### src/sv/pcsm_pkg.sv
// Shared types and constants of the pairing channel search monitor.
// No dependencies; imported by every module of the block.
package pcsm_pkg;

    // Frame and event codes of an input beat
    localparam logic [1:0] OP_TICK    = 2'd0;
    localparam logic [1:0] OP_STATUS  = 2'd1;
    localparam logic [1:0] OP_PAIRING = 2'd2;
    localparam logic [1:0] OP_OTHER   = 2'd3;

    // Pairing state codes; code 3 is unused and behaves like ST_REQUEST
    localparam logic [1:0] ST_REQUEST   = 2'd0;
    localparam logic [1:0] ST_REQUESTED = 2'd1;
    localparam logic [1:0] ST_PAIRED    = 2'd2;

    // Configuration register indexes
    localparam logic [1:0] CFG_TOP_CHANNEL  = 2'd0;
    localparam logic [1:0] CFG_DWELL        = 2'd1;
    localparam logic [1:0] CFG_SILENCE      = 2'd2;
    localparam logic [1:0] CFG_READING_AGE  = 2'd3;

    // Reset values of the configuration registers
    localparam logic [3:0]  TOP_CHANNEL_RST = 4'd11;
    localparam logic [15:0] DWELL_RST       = 16'd500;
    localparam logic [31:0] SILENCE_RST     = 32'd60000;
    localparam logic [31:0] READING_AGE_RST = 32'd60000;

    // Freezing point of water in 1/16 degree F
    localparam logic signed [16:0] FREEZE_F16 = 17'sd512;

    // ceil(2^21 / 9): exact quotient by 9 for magnitudes below 2^21
    localparam int unsigned        RECIP9_SHIFT = 21;
    localparam logic [17:0]        RECIP9       = 18'd233017;

    typedef logic signed [15:0] t_temp;

endpackage

### src/sv/pcsm_f2c.sv
// Fahrenheit to Celsius conversion, both in 1/16 degree, truncated toward zero.
// Depends on pcsm_pkg (constants, t_temp).
module pcsm_f2c (
    input  pcsm_pkg::t_temp i_temp_f,
    output pcsm_pkg::t_temp o_temp_c
);
    import pcsm_pkg::*;

    logic signed [16:0] diff;
    logic signed [18:0] times5;
    logic               neg;
    logic        [17:0] mag;
    logic        [35:0] prod;
    logic        [14:0] quot;

    // (F - 32) * 5 as a signed value, then magnitude for the divide
    assign diff   = 17'(signed'(i_temp_f)) - FREEZE_F16;
    assign times5 = 19'(diff) * 19'sd5;
    assign neg    = times5[18];
    assign mag    = neg ? 18'(-times5) : 18'(times5);

    // Divide by 9 through the reciprocal; magnitude stays below 2^18
    assign prod = 36'(mag) * 36'(RECIP9);
    assign quot = prod[RECIP9_SHIFT +: 15];

    // Restore the sign; truncation toward zero falls out of the magnitude form
    assign o_temp_c = neg ? -t_temp'({1'b0, quot}) : t_temp'({1'b0, quot});

endmodule

### src/sv/pairing_channel_search_monitor.sv
// Top level of the pairing channel search monitor: input register, state update,
// result register. Depends on pcsm_pkg and pcsm_f2c.
//
//   channel | valid       | ready        | payload
//   --------+-------------+--------------+------------------------------------------
//   input   | i_in_valid  | o_in_ready   | i_op i_now_ms i_sender_board
//           |             |              | i_reply_channel i_water_temp_f
//   result  | o_out_valid | i_out_ready  | o_send_request o_tx_channel o_paired
//           |             |              | o_temp_ok o_temp_c
//   config  | i_cfg_valid | o_cfg_ready  | i_cfg_index i_cfg_data
//
// One beat per cycle in each direction while the result side is not stalled; a result
// beat passes the input register and then the result register.
// The state update and the Celsius multiply sit between the input and result registers.
// Synchronous active-low reset clears control state and loads register defaults.
// A stalled result holds the result register; the input register still frees up
// while the result register is empty or being taken. The config port is always ready.
module pairing_channel_search_monitor (
    input  logic                 i_clk,
    input  logic                 i_rst_n,
    // input beats
    input  logic                 i_in_valid,
    output logic                 o_in_ready,
    input  logic [1:0]           i_op,
    input  logic [31:0]          i_now_ms,
    input  logic [7:0]           i_sender_board,
    input  logic [7:0]           i_reply_channel,
    input  pcsm_pkg::t_temp      i_water_temp_f,
    // result beats
    output logic                 o_out_valid,
    input  logic                 i_out_ready,
    output logic                 o_send_request,
    output logic [7:0]           o_tx_channel,
    output logic                 o_paired,
    output logic                 o_temp_ok,
    output pcsm_pkg::t_temp      o_temp_c,
    // configuration writes
    input  logic                 i_cfg_valid,
    output logic                 o_cfg_ready,
    input  logic [1:0]           i_cfg_index,
    input  logic [31:0]          i_cfg_data
);
    import pcsm_pkg::*;

    // configuration registers
    logic [3:0]  r_top_channel;
    logic [15:0] r_dwell;
    logic [31:0] r_silence;
    logic [31:0] r_reading_age;

    // input register
    logic        r_s1_valid;
    logic [1:0]  r_s1_op;
    logic [31:0] r_s1_now;
    logic [7:0]  r_s1_board;
    logic [7:0]  r_s1_rchan;
    t_temp       r_s1_temp;

    // block state
    logic [1:0]  r_pair_state, n_pair_state;
    logic [7:0]  r_search_ch,  n_search_ch;
    logic [31:0] r_req_time,   n_req_time;
    logic [31:0] r_last_heard, n_last_heard;
    logic        r_have_rd,    n_have_rd;
    t_temp       r_temp_c,     n_temp_c;

    // result register
    logic        r_out_valid;
    logic        r_send, n_send;
    logic [7:0]  r_txc,  n_txc;
    logic        r_paired, n_paired;
    logic        r_ok,   n_ok;
    t_temp       r_tc,   n_tc;

    logic        s1_go;
    logic        heard;
    logic [31:0] req_age;
    logic [31:0] heard_age;
    t_temp       conv_c;

    // pipeline control
    assign s1_go       = r_s1_valid && (!r_out_valid || i_out_ready);
    assign o_in_ready  = !r_s1_valid || s1_go;
    assign o_cfg_ready = 1'b1;

    // configuration writes
    always_ff @(posedge i_clk) begin
        if (!i_rst_n) begin
            r_top_channel <= TOP_CHANNEL_RST;
            r_dwell       <= DWELL_RST;
            r_silence     <= SILENCE_RST;
            r_reading_age <= READING_AGE_RST;
        end else if (i_cfg_valid) begin
            case (i_cfg_index)
                CFG_TOP_CHANNEL: r_top_channel <= i_cfg_data[3:0];
                CFG_DWELL:       r_dwell       <= i_cfg_data[15:0];
                CFG_SILENCE:     r_silence     <= i_cfg_data;
                CFG_READING_AGE: r_reading_age <= i_cfg_data;
                default: ;
            endcase
        end
    end

    // input register
    always_ff @(posedge i_clk) begin
        if (!i_rst_n) begin
            r_s1_valid <= 1'b0;
        end else if (o_in_ready) begin
            r_s1_valid <= i_in_valid;
        end
    end

    always_ff @(posedge i_clk) begin
        if (i_in_valid && o_in_ready) begin
            r_s1_op    <= i_op;
            r_s1_now   <= i_now_ms;
            r_s1_board <= i_sender_board;
            r_s1_rchan <= i_reply_channel;
            r_s1_temp  <= i_water_temp_f;
        end
    end

    // Celsius of the beat's temperature; stored in Celsius form
    pcsm_f2c u_f2c (
        .i_temp_f (r_s1_temp),
        .o_temp_c (conv_c)
    );

    assign req_age   = r_s1_now - r_req_time;
    assign heard_age = r_s1_now - r_last_heard;

    // state update for the beat in the input register
    always_comb begin
        n_pair_state = r_pair_state;
        n_search_ch  = r_search_ch;
        n_req_time   = r_req_time;
        n_last_heard = r_last_heard;
        n_have_rd    = r_have_rd;
        n_temp_c     = r_temp_c;
        n_send       = 1'b0;
        n_txc        = 8'd0;
        heard        = 1'b0;
        case (r_s1_op)
            OP_TICK: begin
                case (r_pair_state)
                    ST_REQUESTED: begin
                        if (req_age > 32'(r_dwell)) begin
                            // hop down, wrap from channel 1 or 0 to the top
                            if (r_search_ch <= 8'd1) begin
                                n_search_ch = 8'(r_top_channel);
                            end else begin
                                n_search_ch = r_search_ch - 8'd1;
                            end
                            n_pair_state = ST_REQUEST;
                        end
                    end
                    ST_PAIRED: begin
                        // zero timestamp counts as silence
                        if (r_last_heard == 32'd0 || heard_age > r_silence) begin
                            n_pair_state = ST_REQUEST;
                        end
                    end
                    default: begin
                        n_send       = 1'b1;
                        n_txc        = r_search_ch;
                        n_req_time   = r_s1_now;
                        n_pair_state = ST_REQUESTED;
                    end
                endcase
            end
            OP_STATUS: begin
                n_temp_c     = conv_c;
                n_last_heard = r_s1_now;
                n_have_rd    = 1'b1;
                heard        = 1'b1;
            end
            OP_PAIRING: begin
                if (r_s1_board == 8'd0) begin
                    n_search_ch  = r_s1_rchan;
                    n_pair_state = ST_PAIRED;
                    n_last_heard = r_s1_now;
                    heard        = 1'b1;
                end
            end
            default: ;
        endcase

        // freshness judged after this beat; a fresh timestamp has age zero
        n_paired = (n_pair_state == ST_PAIRED);
        n_ok     = n_have_rd && (heard || heard_age <= r_reading_age);
        n_tc     = n_ok ? n_temp_c : t_temp'(0);
    end

    // state registers
    always_ff @(posedge i_clk) begin
        if (!i_rst_n) begin
            r_pair_state <= ST_REQUEST;
            r_search_ch  <= 8'(TOP_CHANNEL_RST);
            r_req_time   <= 32'd0;
            r_last_heard <= 32'd0;
            r_have_rd    <= 1'b0;
        end else if (s1_go) begin
            r_pair_state <= n_pair_state;
            r_search_ch  <= n_search_ch;
            r_req_time   <= n_req_time;
            r_last_heard <= n_last_heard;
            r_have_rd    <= n_have_rd;
        end
    end

    always_ff @(posedge i_clk) begin
        if (s1_go) begin
            r_temp_c <= n_temp_c;
        end
    end

    // result register
    always_ff @(posedge i_clk) begin
        if (!i_rst_n) begin
            r_out_valid <= 1'b0;
        end else if (s1_go) begin
            r_out_valid <= 1'b1;
        end else if (i_out_ready) begin
            r_out_valid <= 1'b0;
        end
    end

    always_ff @(posedge i_clk) begin
        if (s1_go) begin
            r_send   <= n_send;
            r_txc    <= n_txc;
            r_paired <= n_paired;
            r_ok     <= n_ok;
            r_tc     <= n_tc;
        end
    end

    assign o_out_valid    = r_out_valid;
    assign o_send_request = r_send;
    assign o_tx_channel   = r_txc;
    assign o_paired       = r_paired;
    assign o_temp_ok      = r_ok;
    assign o_temp_c       = r_tc;

endmodule

### config.mk
export PLATFORM = sky130hd
export DESIGN_NAME = pairing_channel_search_monitor
export DESIGN_NICKNAME = d
export VERILOG_FILES = /design/src/sv/pcsm_pkg.sv /design/src/sv/pcsm_f2c.sv /design/src/sv/pairing_channel_search_monitor.sv
export SDC_FILE = /design/constraint.sdc
export NUM_CORES = 1
export LEC_CHECK = 0
export BUFFER_PORTS_ARGS = -buffer_cell sky130_fd_sc_hd__buf_2
export CAP_MARGIN = 20
export CORE_MARGIN = 2
export CORE_UTILIZATION = 30
export DETAILED_ROUTE_END_ITERATION = 16
export HOLD_SLACK_MARGIN = 0.15
export PLACE_DENSITY = 0.5
export SETUP_SLACK_MARGIN = 0.2
export SLEW_MARGIN = 20
export SYNTH_ARGS = -nofsm -noshare
export SYNTH_HDL_FRONTEND = slang
export SYNTH_SLANG_ARGS = --single-unit
### constraint.sdc
create_clock -name i_clk -period 22.9 [get_ports i_clk]
set_input_delay 1.145 -clock i_clk [delete_from_list [all_inputs] [get_ports i_clk]]
set_output_delay 1.145 -clock i_clk [all_outputs]
set_load 0.05 [all_outputs]
* Word level (Yosys, flattened, before mapping)
Index checks and enable logic that the tools add are counted.
** Storage, ports and cells
- Register bits after elaboration :: 270
- Output and inout bits :: 30
- Input port bits :: 105
- Word-level logic and storage cells :: 93
** Cells by class
- Reductions and logical operators :: 25
- Muxes and demuxes :: 21
- Equal/unequal tests :: 11
- Bitwise gates (word level) :: 2
- Multiply operators :: 2
- Add/sub/neg operators :: 6
- Magnitude comparators :: 4
** Operators with widths (number)
- 32-bit one-hot mux with 2 select lines :: 1
- 32-bit subtractor :: 2
- 18-bit by 18-bit multiplier with 36-bit output, second input constant :: 1
- 32-bit by 16-bit greater-than comparator with 1-bit output :: 1
- 32-bit greater-than comparator :: 1
- 32-bit less-or-equal comparator :: 1
- 32-bit zero test :: 1
- 16-bit 2-to-1 mux :: 2
- 32-bit 2-to-1 mux :: 1
- 8-bit 2-to-1 mux :: 4
- 17-bit by 4-bit multiplier with 19-bit output, second input constant :: 1
- 18-bit 2-to-1 mux :: 1
- 18-bit negation :: 1
- 16-bit by 11-bit subtractor with 17-bit output, second input constant :: 1
- 15-bit negation with 16-bit output :: 1
- 8-bit one-hot mux with 2 select lines :: 1
- 2-bit == test, second input constant :: 5
- 8-bit by 1-bit less-or-equal comparator with 1-bit output, second input constant :: 1
- 8-bit zero test :: 1
- 2-bit one-hot mux with 2 select lines :: 2
- 2-bit AND reduction :: 4
- 8-bit by 1-bit subtractor with 8-bit output, second input constant :: 1
- 2-bit by 1-bit == test with 1-bit output, second input constant :: 3
- 2-bit 2-to-1 mux :: 3
- other kinds (14) :: 30

* Depth between registers and ports, before layout
- Word-level depth :: 8
- Mapped depth :: 42
- Mapped depth without buffers :: 41

* Cells and area by module
From an unflattened synthesis, not the netlist that was laid out.
** Unflattened totals
- Cells, all modules :: 2666
- Area total of the unflattened synthesis :: 22929.5 um^2
** By module, submodules not included
- pairing_channel_search_monitor :: times used 1, cells each 1767, area an instance 15511.1 um^2
- pcsm_f2c :: times used 1, cells each 899, area an instance 7418.4 um^2

* Worst setup path after synthesis
No wires, ideal clock.
- Kind :: reg-to-reg
- Start :: register r_s1_temp[9]
- End :: register r_tc[13], in the netlist o_temp_c[13], data pin
- Arrival :: 9.730 ns
- Data required time :: 22.627 ns
- Setup slack :: 12.896 ns
- Stages on the path, launching flop included :: 40
- Buffers on the path :: 2
- Path through :: edfxtp_1 > inv_1 > ha_1 > inv_1 > or3_1 > xnor2_1 > ha_1 > ha_1 > and2_1 > a221o_1 > a22oi_4 > nand2_1 > xnor2_1 > clkbuf_1 > o21ai_0 > xnor2_1 > inv_1 > fa_1 > (+4 left out) > inv_1 > fa_1 > fa_1 > inv_1 > fa_1 > inv_1 > ha_1 > clkbuf_1 > and2_1 > and3_1 > and3_1 > a221oi_1 > nand2_1 > a211o_1 > a2111o_1 > o41ai_2 > xnor2_1 > a211oi_2
** On the way
- Cells in the longest elaborated chain, start to end :: 8
** RTL lines
- from (decl) :: line pairing_channel_search_monitor.sv:57 : t_temp r_s1_temp;
- from (signal assigned) :: line pairing_channel_search_monitor.sv:119 : r_s1_temp <= i_water_temp_f;
- 16-bit by 11-bit subtractor with 17-bit output (*) :: line pcsm_f2c.sv:17 : assign diff = 17'(signed'(i_temp_f)) - FREEZE_F16;
- 17-bit by 4-bit multiplier with 19-bit output (*) :: line pcsm_f2c.sv:18 : assign times5 = 19'(diff) * 19'sd5;
- 18-bit negation :: line pcsm_f2c.sv:20 : assign mag = neg ? 18'(-times5) : 18'(times5);
- 18-bit 2-to-1 mux :: line pcsm_f2c.sv:20
- 18-bit by 18-bit multiplier with 36-bit output :: line pcsm_f2c.sv:23 : assign prod = 36'(mag) * 36'(RECIP9);
- 15-bit negation with 16-bit output :: line pcsm_f2c.sv:27 : assign o_temp_c = neg ? -t_temp'({1'b0, quot}) : t_temp'({1'b0, quot});
- 16-bit 2-to-1 mux (*) :: line pcsm_f2c.sv:27
- 16-bit 2-to-1 mux (*) :: line pairing_channel_search_monitor.sv:143 : case (r_s1_op)
- to (signal assigned) :: line pairing_channel_search_monitor.sv:234 : r_tc <= n_tc;
- to (decl) :: line pairing_channel_search_monitor.sv:73 : t_temp r_tc, n_tc;
Every way passes the cells marked *; elsewhere a longest branch is shown, timed or not.
A chain may end at the register's enable or synchronous reset.

* Worst setup path in the final report
- Start :: register r_s1_temp[9]
- End :: register r_temp_c[13], data pin
** On the way
- Cells in the longest elaborated chain, start to end :: 8
** RTL lines
- 16-bit by 11-bit subtractor with 17-bit output (*) :: line pcsm_f2c.sv:17
- 17-bit by 4-bit multiplier with 19-bit output (*) :: line pcsm_f2c.sv:18
- 18-bit negation :: line pcsm_f2c.sv:20
- 18-bit 2-to-1 mux :: line pcsm_f2c.sv:20
- 18-bit by 18-bit multiplier with 36-bit output :: line pcsm_f2c.sv:23
- 15-bit negation with 16-bit output :: line pcsm_f2c.sv:27
- 16-bit 2-to-1 mux (*) :: line pcsm_f2c.sv:27
- 16-bit 2-to-1 mux (*) :: line pairing_channel_search_monitor.sv:143
- net n_temp_c[13] :: line pairing_channel_search_monitor.sv:65 : t_temp r_temp_c, n_temp_c;
- to (signal assigned) :: line pairing_channel_search_monitor.sv:213 : r_temp_c <= n_temp_c;
- to (decl) :: line pairing_channel_search_monitor.sv:65
Mark *: on every way through the listed nets, which the timed path passes. The rest lies on a longest branch.

==> results.sh <==
export IMPL_io_buffer_count=133
export IMPL_die_width_um=280
export IMPL_place_hpwl_um=53200
export IMPL_crit_arrival_ps=11380
export IMPL_viasPerCell=4.97
export IMPL_fin_cells=3729
export IMPL_ys_types=92
export IMPL_post_cts_resized=0
export IMPL_fin_crit_sh=0.484
export IMPL_gp_congestion=0.930
export IMPL_rr_worst_depth=39
export IMPL_grt_pass1_wl_um=102000
export IMPL_end_kind="flip-flop"
export IMPL_regToRegStartpoint="r_s1_temp[9]"
export IMPL_cts_setup_buffers=0
export IMPL_worstPathRequired_ps=23190
export IMPL_synth_edf_count=109
export IMPL_finalHoldViolCount=0
export IMPL_cts_max_level=2
export IMPL_nNetsFinal=3226
export IMPL_die_y_um=280
export IMPL_clk_latency_ps=580
export IMPL_cts_tree="done"
export IMPL_synth_compound_area_frac=0.189
export IMPL_worst_path_buf_inv=9
export IMPL_max_freq_mhz=90.2
export IMPL_cts_root_buf="clkbuf_16"
export IMPL_clk_pin_slew_worst_paths_ps=60
export IMPL_ys_ff_latch=270
export IMPL_cp_num_cells=39
export IMPL_clock_sinks=270
export IMPL_yosysSeqAreaShare=0.285
export IMPL_area_delta_synth_final_pct=13.3
export IMPL_drtPass1Iterations=5
export IMPL_crit_path_end="r_temp_c[13]"
export IMPL_grt_antenna_before_repair=11
export IMPL_synth_top_area_share=0.179
export IMPL_dieArea_mm2=0.0781
export IMPL_gr_usage_all_layers=0.167
export IMPL_cp_start_kind="flip-flop"
export IMPL_holdBufCountCts=0
export IMPL_yosys_area_share_simple=0.156
export IMPL_avgSynthCellArea_um2=8.72
export IMPL_fp_row_count=101
export IMPL_diodes=0
export IMPL_skew_ps=55.2
export IMPL_pre_cts_ws_ps=11870
export IMPL_totalNegativeSetupSlack_ps=0
export IMPL_synth_top_family_by_area="adder cells"
export IMPL_synth_most_common_cell="nand2_1"
export IMPL_gr_total_overflow=0
export IMPL_worst_pin_slew_ps=1090
export IMPL_path_max_fanout=17
export IMPL_finalSetupViolations=0
export IMPL_synthAdderAreaFrac=0.244
export IMPL_synth_commonest_cells="nand2_1, inv_1, ha_1, dfxtp_1, a21oi_1"
export IMPL_status="complete, no violations"
export IMPL_slowest_stage="fa_1"
export IMPL_hold_path_class="flip-flop to flip-flop"
export IMPL_async_reset_ff_frac=0
export IMPL_rsz0062_at_grt="no"
export IMPL_setup_worst_path_start="r_s1_temp[9]"
export IMPL_synth_area_leaders="ha_1, edfxtp_1, dfxtp_1, fa_1, nand2_1"
export IMPL_synth_top_flop_cell="dfxtp_1"
export IMPL_drive_above_1_share=0.0891
export IMPL_grt_start_max_net_pins=132
export IMPL_netlist_area_mm2=0.0228
export IMPL_boundaryPins=135
export IMPL_drv_cap=0
export IMPL_core_mm2=0.0756
export IMPL_synthXorXnorAreaFrac=0.0496
export IMPL_clock_path_buffers=3
export IMPL_syn_inst=2611
export IMPL_vias=18521
export IMPL_r2r_slack_ps=11810
export IMPL_final_max_slew_viol_count=0
export IMPL_critPathMaxStageDelay_ps=550
export IMPL_antenna_left=0
export IMPL_final_core_util=0.342
export IMPL_drtIter0Drc=1071
export IMPL_place_inst=3660
export IMPL_critPathKind="flip-flop to flip-flop"
export IMPL_r2r_end="r_temp_c[13]"
export IMPL_grt_pass1_vias=18395
export IMPL_timing_final_crit_period_ps=11090
export IMPL_crit_top_cell="inv_1"
export IMPL_yosysTopAreaCell="ha_1"
export IMPL_cts_buffers=38
export IMPL_start_util=0.301
export IMPL_worst_slack_ps=11810
export IMPL_slew_headroom=0.274
export IMPL_drc=0
export IMPL_crit_family="adder cells"
export IMPL_drt_wirelength_per_cell_um=17.7
export IMPL_yosys_warnings=0
export IMPL_synth_mux_area_frac=0.00582
export IMPL_drt_wl_total_um=66000
export IMPL_syn_nets=3115
## worst min-delay path: stages (launching register included)
cell	delay [ps]
dfxtp_1	310
nand2_1	40
a21boi_0	60
## sequential cells by signal, summed over array words and instances (netlist names), 2 cells and up
register,cells
r_top_channel,4
r_temp_c,16
r_s1_board,8
r_req_time,32
o_tx_channel,8
r_pair_state,2
o_temp_c,16
r_s1_temp,16
r_s1_op,2
r_s1_rchan,8
r_silence,32
r_dwell,16
r_last_heard,32
r_s1_now,32
r_reading_age,32
r_search_ch,8
## area by class of cell
type,instances,area (um^2)
Clock buffer,50,1090
Sequential cell,270,6500
Tap cell,978,1220
Multi-Input combinational cell,1916,14700
Inverter,354,1330
Clock inverter,19,228
Timing Repair Buffer,142,739
Fill cell,7905,49800
## cells in the final DEF (no fill, tap or decap), types with 31 or more instances in the layout
| cell | n |
|---|---|
| edfxtp_1 | 109 |
| nor2_1 | 96 |
| xor2_1 | 43 |
| dfxtp_1 | 161 |
| o21ai_0 | 76 |
| fa_1 | 74 |
| nand4_1 | 35 |
| a21boi_0 | 129 |
| o211ai_1 | 37 |
| buf_2 | 132 |
| clkbuf_16 | 40 |
| nor2b_1 | 31 |
| ha_1 | 325 |
| a21oi_1 | 133 |
| nand3_1 | 31 |
| xnor2_1 | 86 |
| nor3_1 | 36 |
| inv_1 | 353 |
| nand2_1 | 373 |
| a21o_1 | 58 |
## layer usage
metal  track usage  up-vias  wire length, um  share of wire
li1              -     9291                -              -
met1         0.220     8779            30800           0.47
met2         0.285      361            30900           0.47
met3        0.0259       86             2790          0.042
met4        0.0425        4             1520          0.023
met5             0        -               25        0.00038
## cell families (layout without fill, tap and decap cells)
family                     after synthesis  after routing
AOI/OAI and AO/OA                      619            619
xor gates and xnor gates               129            129
adders and majority gates              400            400
buffers and inverters                  425            565
DFF                                    270            270
muxes                                   13             13
other                                    1              1
and+or+nand+nor                        754            754
## through the flow
step | cell area [um^2] | hold slack (ps)
2_1_floorplan | 22800 | 441
3_3_place_gp | 24500 | 451
3_5_place_dp | 24500 | 457
4_1_cts | 25800 | 466
5_1_grt | 25800 | 483
6_report | 25800 | 460
## how the worst min path moves through the flow
stage	start	end	slack, ps	cells past startpoint
6_report	r_req_time[3]	r_req_time[3]	460	2
5_1_grt	r_req_time[12]	r_req_time[12]	480	2
4_1_cts	r_req_time[3]	r_req_time[3]	470	2
3_5_place_dp	r_req_time[3]	r_req_time[3]	460	2
3_3_place_gp	r_req_time[3]	r_req_time[3]	450	2
2_1_floorplan	r_top_channel[3]	r_top_channel[3]	440	2
Power is left out: the tool's default activity adds up to more than one toggle a clock period on the data nets, which glitch-free logic cannot reach.
